--- src/hw/rtl/jbpn_pkg.sv ---
// Shared constants and types for the playout jitter buffer.
`timescale 1ns / 1ps
package jbpn_pkg;
    localparam int WINDOW_DEF       = 32;
    localparam int MAX_ADVANCES_DEF = 62;

    localparam logic [47:0] M48 = 48'hFFFF_FFFF_FFFF;

    localparam logic [2:0] K_ACC   = 3'd0;
    localparam logic [2:0] K_STALE = 3'd1;
    localparam logic [2:0] K_OOW   = 3'd2;
    localparam logic [2:0] K_PLAY  = 3'd3;
    localparam logic [2:0] K_LOST  = 3'd4;
    localparam logic [2:0] K_NACK  = 3'd5;
    localparam logic [2:0] K_DONE  = 3'd6;

    localparam logic [2:0] R_FIRST  = 3'd0;
    localparam logic [2:0] R_PERIOD = 3'd1;
    localparam logic [2:0] R_RTT    = 3'd2;
    localparam logic [2:0] R_IVL    = 3'd3;
    localparam logic [2:0] R_MAXN   = 3'd4;
    localparam logic [2:0] R_DUPP   = 3'd5;
    localparam logic [2:0] R_DUPQ   = 3'd6;
    localparam logic [2:0] R_CAP    = 3'd7;

    typedef struct packed {
        logic [47:0] first_deadline;
        logic [19:0] frame_period;
        logic [19:0] nack_rtt;
        logic [19:0] nack_interval;
        logic [3:0]  max_nacks;
        logic [15:0] dup_len;
        logic [15:0] dup_floor;
        logic [19:0] wait_cap;
    } t_cfg;

    typedef struct packed {
        logic        wr;
        logic [2:0]  idx;
    } t_cfg_evt;
endpackage

--- src/hw/rtl/jbpn_regs.sv ---
// APB register file for the playout jitter buffer.
`timescale 1ns / 1ps
module jbpn_regs (
    input  logic                  i_clk,
    input  logic                  i_rst_n,
    input  logic                  psel,
    input  logic                  penable,
    input  logic                  pwrite,
    input  logic [5:0]            paddr,
    input  logic [63:0]           pwdata,
    output logic [63:0]           prdata,
    output logic                  pready,
    output jbpn_pkg::t_cfg        o_cfg,
    output jbpn_pkg::t_cfg_evt    o_evt
);
    jbpn_pkg::t_cfg r_cfg;
    logic           w_wr;
    logic [2:0]     w_idx;

    assign pready = 1'b1;
    assign w_wr   = psel && penable && pwrite;
    assign w_idx  = paddr[5:3];
    assign o_cfg  = r_cfg;
    assign o_evt  = '{wr: w_wr, idx: w_idx};

    always_ff @(posedge i_clk) begin
        if (!i_rst_n) begin
            r_cfg.first_deadline <= 48'd0;
            r_cfg.frame_period   <= 20'd20000;
            r_cfg.nack_rtt       <= 20'd90000;
            r_cfg.nack_interval  <= 20'd20000;
            r_cfg.max_nacks      <= 4'd2;
            r_cfg.dup_len        <= 16'd1500;
            r_cfg.dup_floor      <= 16'd1407;
            r_cfg.wait_cap       <= 20'd50000;
        end else if (w_wr) begin
            unique case (w_idx)
                jbpn_pkg::R_FIRST:  r_cfg.first_deadline <= pwdata[47:0];
                jbpn_pkg::R_PERIOD: r_cfg.frame_period   <= pwdata[19:0];
                jbpn_pkg::R_RTT:    r_cfg.nack_rtt       <= pwdata[19:0];
                jbpn_pkg::R_IVL:    r_cfg.nack_interval  <= pwdata[19:0];
                jbpn_pkg::R_MAXN:   r_cfg.max_nacks      <= pwdata[3:0];
                jbpn_pkg::R_DUPP:   r_cfg.dup_len        <= pwdata[15:0];
                jbpn_pkg::R_DUPQ:   r_cfg.dup_floor      <= pwdata[15:0];
                jbpn_pkg::R_CAP:    r_cfg.wait_cap       <= pwdata[19:0];
                default: ;
            endcase
        end
    end

    always_comb begin
        unique case (w_idx)
            jbpn_pkg::R_FIRST:  prdata = {16'd0, r_cfg.first_deadline};
            jbpn_pkg::R_PERIOD: prdata = {44'd0, r_cfg.frame_period};
            jbpn_pkg::R_RTT:    prdata = {44'd0, r_cfg.nack_rtt};
            jbpn_pkg::R_IVL:    prdata = {44'd0, r_cfg.nack_interval};
            jbpn_pkg::R_MAXN:   prdata = {60'd0, r_cfg.max_nacks};
            jbpn_pkg::R_DUPP:   prdata = {48'd0, r_cfg.dup_len};
            jbpn_pkg::R_DUPQ:   prdata = {48'd0, r_cfg.dup_floor};
            jbpn_pkg::R_CAP:    prdata = {44'd0, r_cfg.wait_cap};
            default:            prdata = 64'd0;
        endcase
    end
endmodule

--- src/hw/rtl/jitter_buffer_playout_nack.sv ---
// Top level of the playout jitter buffer with NACK generation.
// An arrival's result is registered in S_ARR once the output register is free.
// A poll passes S_RD and S_STEP for each play/lost step, then S_N1, S_N2 and S_N3
// (skipped when the advance limit stops it), S_W1 and S_OUT; a result not taken stalls it.
// A deadline or period write recomputes the deadline (S_MUL), a dup period write the
// residue (S_DIV); not ready meanwhile. Sync active-low reset clears control state.
`timescale 1ns / 1ps
module jitter_buffer_playout_nack #(
    parameter int MAX_ADVANCES = jbpn_pkg::MAX_ADVANCES_DEF
) (
    input  logic         i_clk,
    input  logic         i_rst_n,
    input  logic         s_axis_tvalid,
    output logic         s_axis_tready,
    // seq[31:0], payload_handle[47:32], now_us[95:48]
    input  logic [95:0]  s_axis_tdata,
    // opcode
    input  logic         s_axis_tuser,
    output logic         m_axis_tvalid,
    input  logic         m_axis_tready,
    // out_seq[31:0], out_handle[47:32], wait_us[67:48], zero fill [71:68]
    output logic [71:0]  m_axis_tdata,
    // kind
    output logic [2:0]   m_axis_tuser,
    output logic         m_axis_tlast,
    input  logic         psel,
    input  logic         penable,
    input  logic         pwrite,
    input  logic [5:0]   paddr,
    input  logic [63:0]  pwdata,
    output logic [63:0]  prdata,
    output logic         pready
);
    localparam int WINDOW = jbpn_pkg::WINDOW_DEF;
    localparam int SW = $clog2(WINDOW);
    localparam int AW = $clog2(MAX_ADVANCES + 1);

    typedef enum logic [3:0] {
        S_IDLE, S_ARR, S_RD, S_STEP, S_N1, S_N2, S_N3, S_W1, S_OUT,
        S_MUL, S_DIV
    } t_state;

    jbpn_pkg::t_cfg     w_cfg;
    jbpn_pkg::t_cfg_evt w_evt;

    jbpn_regs u_regs (
        .i_clk(i_clk), .i_rst_n(i_rst_n), .psel(psel), .penable(penable),
        .pwrite(pwrite), .paddr(paddr), .pwdata(pwdata), .prdata(prdata),
        .pready(pready), .o_cfg(w_cfg), .o_evt(w_evt)
    );

    t_state         r_state, r_ret;
    logic [31:0]    r_exp;
    logic [47:0]    r_dl;
    logic [15:0]    r_res;
    logic [WINDOW-1:0] r_vld;
    logic [15:0]    r_mem [WINDOW];
    logic [15:0]    r_rdh;
    logic [31:0]    r_lnn;
    logic [47:0]    r_lnt;
    logic [3:0]     r_ncnt;
    logic           r_op;
    logic [31:0]    r_seq;
    logic [15:0]    r_hnd;
    logic [47:0]    r_now;
    logic [AW-1:0]  r_steps;
    logic           r_okn;
    logic           r_okt;
    logic           r_ovld;
    logic [2:0]     r_okind;
    logic [31:0]    r_oseq;
    logic [15:0]    r_ohnd;
    logic [19:0]    r_owait;
    logic           r_olast;
    logic [52:0]    r_acc;
    logic [5:0]     r_cnt;
    logic [31:0]    r_q;
    logic [16:0]    r_rem;
    logic           r_pmul, r_pdiv;

    logic [15:0]    w_per;
    logic [SW-1:0]  w_es;
    logic [48:0]    w_add;
    logic [16:0]    w_rsh;
    logic [32:0]    w_diff;
    logic [48:0]    w_sum;
    logic           w_flag_mul, w_flag_div;

    assign w_per  = (w_cfg.dup_len == 16'd0) ? 16'd1 : w_cfg.dup_len;
    assign w_es   = r_exp[SW-1:0];
    assign w_diff = {1'b0, r_seq} - {1'b0, r_exp};
    assign w_add  = {1'b0, r_dl} + {29'd0, w_cfg.frame_period};
    assign w_sum  = {1'b0, r_now} + {29'd0, w_cfg.nack_rtt};
    assign w_rsh  = {r_rem[15:0], r_q[31]};
    assign w_flag_mul = w_evt.wr &&
        (w_evt.idx == jbpn_pkg::R_FIRST || w_evt.idx == jbpn_pkg::R_PERIOD);
    assign w_flag_div = w_evt.wr && w_evt.idx == jbpn_pkg::R_DUPP;

    assign s_axis_tready = (r_state == S_IDLE) && !r_pmul && !r_pdiv;
    assign m_axis_tvalid = r_ovld;
    assign m_axis_tdata  = {4'd0, r_owait, r_ohnd, r_oseq};
    assign m_axis_tuser  = r_okind;
    assign m_axis_tlast  = r_olast;

    always_ff @(posedge i_clk) begin
        if (r_state == S_ARR && s_axis_tready == 1'b0 && !r_op &&
            !(r_seq < r_exp) && w_diff[31:0] < 32'(WINDOW) && !r_vld[r_seq[SW-1:0]]) begin
            r_mem[r_seq[SW-1:0]] <= r_hnd;
        end
        r_rdh <= r_mem[w_es];
    end

    always_ff @(posedge i_clk) begin
        if (!i_rst_n) begin
            r_state <= S_IDLE;
            r_ret   <= S_IDLE;
            r_exp   <= 32'd0;
            r_dl    <= 48'd0;
            r_res   <= 16'd0;
            r_vld   <= '0;
            r_lnn   <= 32'hFFFF_FFFF;
            r_lnt   <= 48'd0;
            r_ncnt  <= 4'd0;
            r_ovld  <= 1'b0;
            r_pmul  <= 1'b0;
            r_pdiv  <= 1'b0;
        end else begin
            if (w_flag_mul) r_pmul <= 1'b1;
            if (w_flag_div) r_pdiv <= 1'b1;
            if (r_ovld && m_axis_tready) r_ovld <= 1'b0;
            unique case (r_state)
                S_IDLE: begin
                    if (r_pmul && !w_flag_mul && !w_flag_div) begin
                        r_pmul  <= 1'b0;
                        r_acc   <= {5'd0, w_cfg.first_deadline};
                        r_q     <= r_exp;
                        r_cnt   <= 6'd0;
                        r_state <= S_MUL;
                    end else if (r_pdiv && !w_flag_mul && !w_flag_div) begin
                        r_pdiv  <= 1'b0;
                        r_q     <= r_exp;
                        r_rem   <= 17'd0;
                        r_cnt   <= 6'd0;
                        r_state <= S_DIV;
                    end else if (s_axis_tvalid && s_axis_tready) begin
                        r_op    <= s_axis_tuser;
                        r_seq   <= s_axis_tdata[31:0];
                        r_hnd   <= s_axis_tdata[47:32];
                        r_now   <= s_axis_tdata[95:48];
                        r_steps <= '0;
                        r_state <= s_axis_tuser ? S_RD : S_ARR;
                    end
                end
                S_MUL: begin
                    // shift-add from the top bit of the sequence
                    if (r_q[31]) begin
                        r_acc <= r_acc + ({33'd0, w_cfg.frame_period} << (31 - r_cnt[4:0]));
                    end
                    r_q   <= {r_q[30:0], 1'b0};
                    r_cnt <= r_cnt + 6'd1;
                    if (r_cnt == 6'd31) r_state <= S_W1;
                    r_ret <= S_MUL;
                end
                S_DIV: begin
                    if (w_rsh >= {1'b0, w_per}) r_rem <= w_rsh - {1'b0, w_per};
                    else                        r_rem <= w_rsh;
                    r_q   <= {r_q[30:0], 1'b0};
                    r_cnt <= r_cnt + 6'd1;
                    if (r_cnt == 6'd31) begin
                        r_res   <= (w_rsh >= {1'b0, w_per}) ?
                                   16'(w_rsh - {1'b0, w_per}) : w_rsh[15:0];
                        r_state <= S_IDLE;
                    end
                end
                S_ARR: begin
                    if (!r_ovld) begin
                        r_oseq  <= r_seq;
                        r_ohnd  <= 16'd0;
                        r_owait <= 20'd0;
                        r_olast <= 1'b1;
                        r_ovld  <= 1'b1;
                        r_state <= S_IDLE;
                        priority if (r_seq < r_exp) begin
                            r_okind <= jbpn_pkg::K_STALE;
                        end else if (w_diff[31:0] >= 32'(WINDOW)) begin
                            r_okind <= jbpn_pkg::K_OOW;
                        end else if (r_vld[r_seq[SW-1:0]]) begin
                            r_okind <= jbpn_pkg::K_STALE;
                        end else begin
                            r_okind <= jbpn_pkg::K_ACC;
                            r_vld[r_seq[SW-1:0]] <= 1'b1;
                        end
                    end
                end
                S_RD: begin
                    r_state <= S_STEP;
                end
                S_STEP: begin
                    if (r_steps == AW'(MAX_ADVANCES)) begin
                        r_okn   <= 1'b0;
                        r_state <= S_W1;
                        r_ret   <= S_STEP;
                    end else if (r_vld[w_es] || r_now >= r_dl) begin
                        if (!r_ovld || m_axis_tready) begin
                            r_okind <= r_vld[w_es] ? jbpn_pkg::K_PLAY : jbpn_pkg::K_LOST;
                            r_oseq  <= r_exp;
                            r_ohnd  <= r_vld[w_es] ? r_rdh : 16'd0;
                            r_owait <= 20'd0;
                            r_olast <= 1'b0;
                            r_ovld  <= 1'b1;
                            r_vld[w_es] <= 1'b0;
                            r_exp   <= r_exp + 32'd1;
                            r_ncnt  <= 4'd0;
                            r_steps <= r_steps + AW'(1);
                            if (r_exp == 32'hFFFF_FFFF) begin
                                r_dl  <= w_cfg.first_deadline;
                                r_res <= 16'd0;
                            end else begin
                                r_dl  <= w_add[48] ? jbpn_pkg::M48 : w_add[47:0];
                                r_res <= ({1'b0, r_res} + 17'd1 >= {1'b0, w_per}) ?
                                         16'd0 : r_res + 16'd1;
                            end
                            r_state <= S_RD;
                        end
                    end else begin
                        r_state <= S_N1;
                    end
                end
                S_N1: begin
                    r_okn <= (r_res >= w_cfg.dup_floor) && (w_sum < {1'b0, r_dl}) &&
                             (r_ncnt < w_cfg.max_nacks);
                    r_okt <= (r_now >= r_lnt) &&
                             (r_now - r_lnt >= {28'd0, w_cfg.nack_interval});
                    r_state <= S_N2;
                end
                S_N2: begin
                    if (r_okn && r_lnn != r_exp) begin
                        r_lnn  <= r_exp;
                        r_ncnt <= 4'd0;
                    end
                    r_state <= S_N3;
                end
                S_N3: begin
                    if (r_okn && r_okt) begin
                        if (!r_ovld || m_axis_tready) begin
                            r_okind <= jbpn_pkg::K_NACK;
                            r_oseq  <= r_exp;
                            r_ohnd  <= 16'd0;
                            r_owait <= 20'd0;
                            r_olast <= 1'b0;
                            r_ovld  <= 1'b1;
                            r_lnt   <= r_now;
                            r_ncnt  <= r_ncnt + 4'd1;
                            r_state <= S_W1;
                            r_ret   <= S_N3;
                        end
                    end else begin
                        r_state <= S_W1;
                        r_ret   <= S_N3;
                    end
                end
                S_W1: begin
                    if (r_ret == S_MUL) begin
                        r_dl    <= (r_acc > {5'd0, jbpn_pkg::M48}) ?
                                   jbpn_pkg::M48 : r_acc[47:0];
                        r_state <= S_IDLE;
                    end else begin
                        r_acc   <= {5'd0, r_dl} - {5'd0, r_now};
                        r_state <= S_OUT;
                    end
                end
                S_OUT: begin
                    if (!r_ovld || m_axis_tready) begin
                        r_okind <= jbpn_pkg::K_DONE;
                        r_oseq  <= r_exp;
                        r_ohnd  <= 16'd0;
                        r_owait <= (r_dl <= r_now) ? 20'd0 :
                                   (r_acc[47:0] > {28'd0, w_cfg.wait_cap}) ?
                                   w_cfg.wait_cap : r_acc[19:0];
                        r_olast <= 1'b1;
                        r_ovld  <= 1'b1;
                        r_state <= S_IDLE;
                    end
                end
                default: r_state <= S_IDLE;
            endcase
        end
    end
endmodule
--- config.mk ---
export PLATFORM = sky130hd
export DESIGN_NAME = jitter_buffer_playout_nack
export DESIGN_NICKNAME = d
export VERILOG_FILES = /design/src/hw/rtl/jbpn_pkg.sv /design/src/hw/rtl/jbpn_regs.sv /design/src/hw/rtl/jitter_buffer_playout_nack.sv
export SDC_FILE = /design/constraint.sdc
export NUM_CORES = 2
export LEC_CHECK = 0
export ABC_CLOCK_PERIOD_IN_PS = 10750
export BUFFER_PORTS_ARGS = -buffer_cell sky130_fd_sc_hd__buf_2
export CAP_MARGIN = 30
export CORE_UTILIZATION = 45
export CTS_BUF_LIST = sky130_fd_sc_hd__clkbuf_16
export DETAILED_ROUTE_END_ITERATION = 12
export PLACE_DENSITY_LB_ADDON = 0.25
export SYNTH_ARGS = -nofsm -noshare
export SYNTH_HDL_FRONTEND = slang
export SYNTH_SLANG_ARGS = --single-unit
--- constraint.sdc ---
create_clock -name i_clk -period 10.75 [get_ports i_clk]
set_clock_uncertainty 0.2 [all_clocks]
set_input_delay 1.075 -clock i_clk [delete_from_list [all_inputs] [get_ports i_clk]]
set_output_delay 1.075 -clock i_clk [all_outputs]
set_load 0.01 [all_outputs]
==> summary.md <==
| Metric | Value |
|---|---|
| Outcome | `finished clean` |
| CP Max Fanout | `8` |
| Pint | `8.18 mW` |
| Worst Path Required | `11.13 ns` |
| Yosys warning count | `0` |
| # H-tree levels | `4` |
| Clk pwr share | `0.410` |
| Yosys reg bits | `approximately 1200` |
| Routed length per placed instance | `~25 um` |
| Core region area | `149000 um2` |
| Seq pwr share | `0.460` |
| Synthesis-to-finish area growth | `12.2%` |
| Setup crit end kind | `register` |
| Distinct cells, synth | `99` |
| Worst slew pin tran | `~1.1 ns` |
| Post-CTS setup buffers | `0` |
| Sw Pwr | `roughly 3.1 mW` |
| Crit path DAT | `6.73 ns` |
| First-pass GRT wire length | `323000 um` |
| CTS tree | `yes` |
| CTS buffer count | `roughly 130` |
| HP Class | `primary input to register` |
| Mapped Area | `~68000 um2` |
| Mean post-synth cell area | `slightly above 10 um2` |
| Number of synthesized flops with an enable pin | `796` |
| Leak Pwr | `27.6 nW` |
| Hold Path Depth | `1` |
| Rel. slew slack | `0.258` |
| Critical R2R Launch | `r_now[1]$_DFFE_PP_` |
| CTS Sinks | `approximately 1200` |
| Post-route ant nets | `0` |
| Dpl hpwl | `160000 um` |
| Io pins | `~320` |
| Clock transition at path regs | `about 0.060 ns` |
| Final hold slack | `approximately 0.25 ns` |
| Max Clk Rate | `~160 MHz` |
| Core Rows | `approximately 140` |
| Pin count of the biggest net entering global routing | `slightly above 80` |
| Total Routing Usage GR | `0.282` |
| Final net count | `between 7000 and 8000` |
| Slowest-stage cell, CP | `o21ai_1` |
| Die area | `between 150000 and 200000 um2` |
| Fin cells | `roughly 9000` |
| Power Dens Cells | `148 nW/um2` |
| R2r endpoint | `r_okn$_SDFFCE_PN0P_` |
| R2r setup slk | `4.40 ns` |
| Initial Utilization | `0.455` |
| Ratio of cells with drive above 1 in the final layout | `0.125` |
| CTS root buf | `clkbuf_16` |
| Comb pwr share | `0.130` |
| DRC Markers | `0` |
| Setup violators final | `0` |
| Final Cycle Share | `0.591` |
| Seq/Total Area, Yosys | `0.473` |
| MaxCap Viol Count | `0` |
| Syn Inst Count | `6651` |
| Switch share | `0.274` |
| Hold wc startpoint | `s_axis_tdata[27]` |
| Max stage delay on crit path | `0.56 ns` |
| Grt ovf | `0` |
| Vias in the first global route | `around 50000` |
| Worst R2R Path Depth | `20` |
| PostCTS Resize Cnt | `0` |
| Min cycle time layout | `between 6 and 7 ns` |
| Hold buffers post-CTS | `0` |
| DR pass1 iterations | `8` |
| I/O Buffers | `276` |
| WL final | `220000 um` |
| Hold EP | `r_seq[27]$_DFFE_PP_` |
| Vias per cell | `just over 6` |
| RSZ-0062 raised after global routing | `no` |
| CP Launch Type | `register` |
| Initial antenna violation count | `6` |
| Drt initial violations | `around 6200` |
| Critical path type | `register to register` |
| Fin. Hold Viols | `0` |
| Via Count | `between 50000 and 60000` |
| CP cell instances | `ha_1 > a21o_1 > a21oi_1 > o21ai_0 > o211a_1 > a31oi_1 > o21ai_0 > o41a_1 > and4_1 > o21ai_1 > nor4_1 > xnor2_1 > ha_1 > a211oi_1 > buf_2 > o2111ai_1 > a211oi_1 > o2111ai_1 > a21oi_1 > and3_1` |
| Max-slew violation count | `0` |
| Fillcell total | `13468` |
| Top FF cell, synth | `edfxtp_1` |
| Die W | `approximately 390 um` |
| Die H | `approximately 390 um` |
| Post-synthesis async set-or-reset flop share | `0` |
| Worst skew pair latency | `approximately 0.8 ns` |
| Peak VDD IR | `between 0.1 and 0.15 mV` |
| Clock Path Buffers | `3` |
| Placed Cells | `about 8700` |
| TNS Setup | `0 ns` |
| Placer congestion estimate | `~0.96` |
power by group through the flow:
stage               sequential (mW)  clock [mW]  combinational, mW
floorplan                      5.24           0              0.956
global placement               5.28           0               1.39
detailed placement             5.27           0               1.44
CTS                            5.18        4.68               1.45
global route                   5.18        4.86               1.59
finish                         5.18        4.62               1.46
cells in the mapped netlist, drive strengths merged, types with 14 or more instances:
cell	number	area share
nor2	444	0.025
o211ai	82	0.0092
o21a	41	0.0045
and2	74	0.0069
xor2	86	0.011
nor4	51	0.0048
o221ai	44	0.0057
dfxtp	403	0.12
a21oi	546	0.040
nand2b	63	0.0058
o211a	16	0.0024
clkbuf	297	0.017
a211oi	55	0.0062
a31o	14	0.0018
a21o	144	0.016
mux2	48	0.0080
buf	94	0.0071
o31ai	58	0.0064
o22ai	63	0.0058
nor3	105	0.0078
o21ai	306	0.023
nand2	775	0.043
and3	71	0.0066
nand4	118	0.011
mux4	149	0.050
inv	329	0.018
ha	366	0.068
a311oi	17	0.0022
a2111oi	14	0.0025
o41ai	21	0.0027
xnor2	213	0.028
or3	28	0.0026
edfxtp	796	0.35
mux2i	101	0.015
nand3	158	0.012
a22oi	126	0.014
o21bai	35	0.0039
a31oi	63	0.0058
nor2b	47	0.0043
layout by cell type, fill, tap and decap left out, types with 63 or more instances in the layout:
cell type	count
dfxtp_1	401
buf_4	110
buf_2	277
edfxtp_1	796
clkbuf_16	135
mux2i_1	101
o211ai_1	81
and3_1	71
nand3_1	156
xor2_1	86
nor3_1	94
nor2_1	439
a22oi_1	126
and2_1	71
nand2b_1	63
mux4_2	149
a21oi_1	542
a21o_1	144
xnor2_1	213
ha_1	366
a31oi_1	63
o22ai_1	63
inv_1	359
nand4_1	117
nand2_1	773
o21ai_0	295
worst max-delay path by stage:
stage,from,to
2_1_floorplan,i_rst_n,r_hnd[0]$_DFFE_PP_
3_3_place_gp,r_now[1]$_DFFE_PP_,r_okn$_SDFFCE_PN0P_
3_5_place_dp,r_now[1]$_DFFE_PP_,r_okt$_DFFE_PP_
4_1_cts,r_now[1]$_DFFE_PP_,r_okn$_SDFFCE_PN0P_
5_1_grt,r_now[1]$_DFFE_PP_,r_okn$_SDFFCE_PN0P_
6_report,r_now[1]$_DFFE_PP_,r_okn$_SDFFCE_PN0P_
kinds of logic after synthesis:
logic type	synth area share
AND/OR/NAND/NOR	0.137
multiplexers	0.0725
XOR/XNOR	0.0387
adder cells (fa/ha/maj)	0.0698
flip-flops	0.473
buffers and inverters	0.0421
AO/OA/AOI/OAI	0.168
other	0.000111
routing by layer:
layer | routed length, um | track usage
met1 | 92700 | 0.391
met2 | 101000 | 0.447
met3 | 18900 | 0.0474
met4 | 7910 | 0.0960
met5 | 13 | 0
sequential cells by signal (all words and copies together), names as in the netlist, 6 cells and up:
| signal | cells |
|---|---|
| r_steps | 6 |
| r_now | 48 |
| r_mem | 512 |
| u_regs.o_cfg | 164 |
| r_owait | 20 |
| r_acc | 53 |
| r_lnn | 32 |
| r_oseq | 32 |
| r_dl | 48 |
| r_rdh | 16 |
| r_exp | 32 |
| r_lnt | 48 |
| r_cnt | 6 |
| r_rem | 16 |
| r_seq | 32 |
| r_res | 16 |
| r_ohnd | 16 |
| r_q | 32 |
| r_hnd | 16 |
| r_vld | 32 |
critical path, delay by kind of cell, from the launching register on:
kind	cells	cell delay, ns
flops	1	0.55
compound gates	13	3.55
buf+inv	1	0.25
xor+xnor	1	0.16
simple gates	3	0.75
fa+ha+maj	2	0.65
layout make-up:
cell class                 instances  area, um2  share of cell area
inverter                         333       1260              0.0166
clock buffer                     135       3380              0.0445
tap                             2002       2500              0.0330
clock inverter                   109       1070              0.0141
timing repair buffer             404       2590              0.0341
multi-input combinational       4747      33100               0.436
antenna                            8       20.0            0.000264
sequential                      1199      32000               0.421
metrics by stage:
stage	util	instance area (um2)	power (mW)	setup WS, ns
2_1_floorplan	-	67700	6.19	4.22
3_3_place_gp	0.478	71100	6.68	3.84
3_5_place_dp	0.481	71400	6.71	4.40
4_1_cts	0.511	75800	11.3	4.37
5_1_grt	0.511	75900	11.6	4.11
6_report	0.511	75900	11.3	4.40
(Power assumes the default switching activity.)
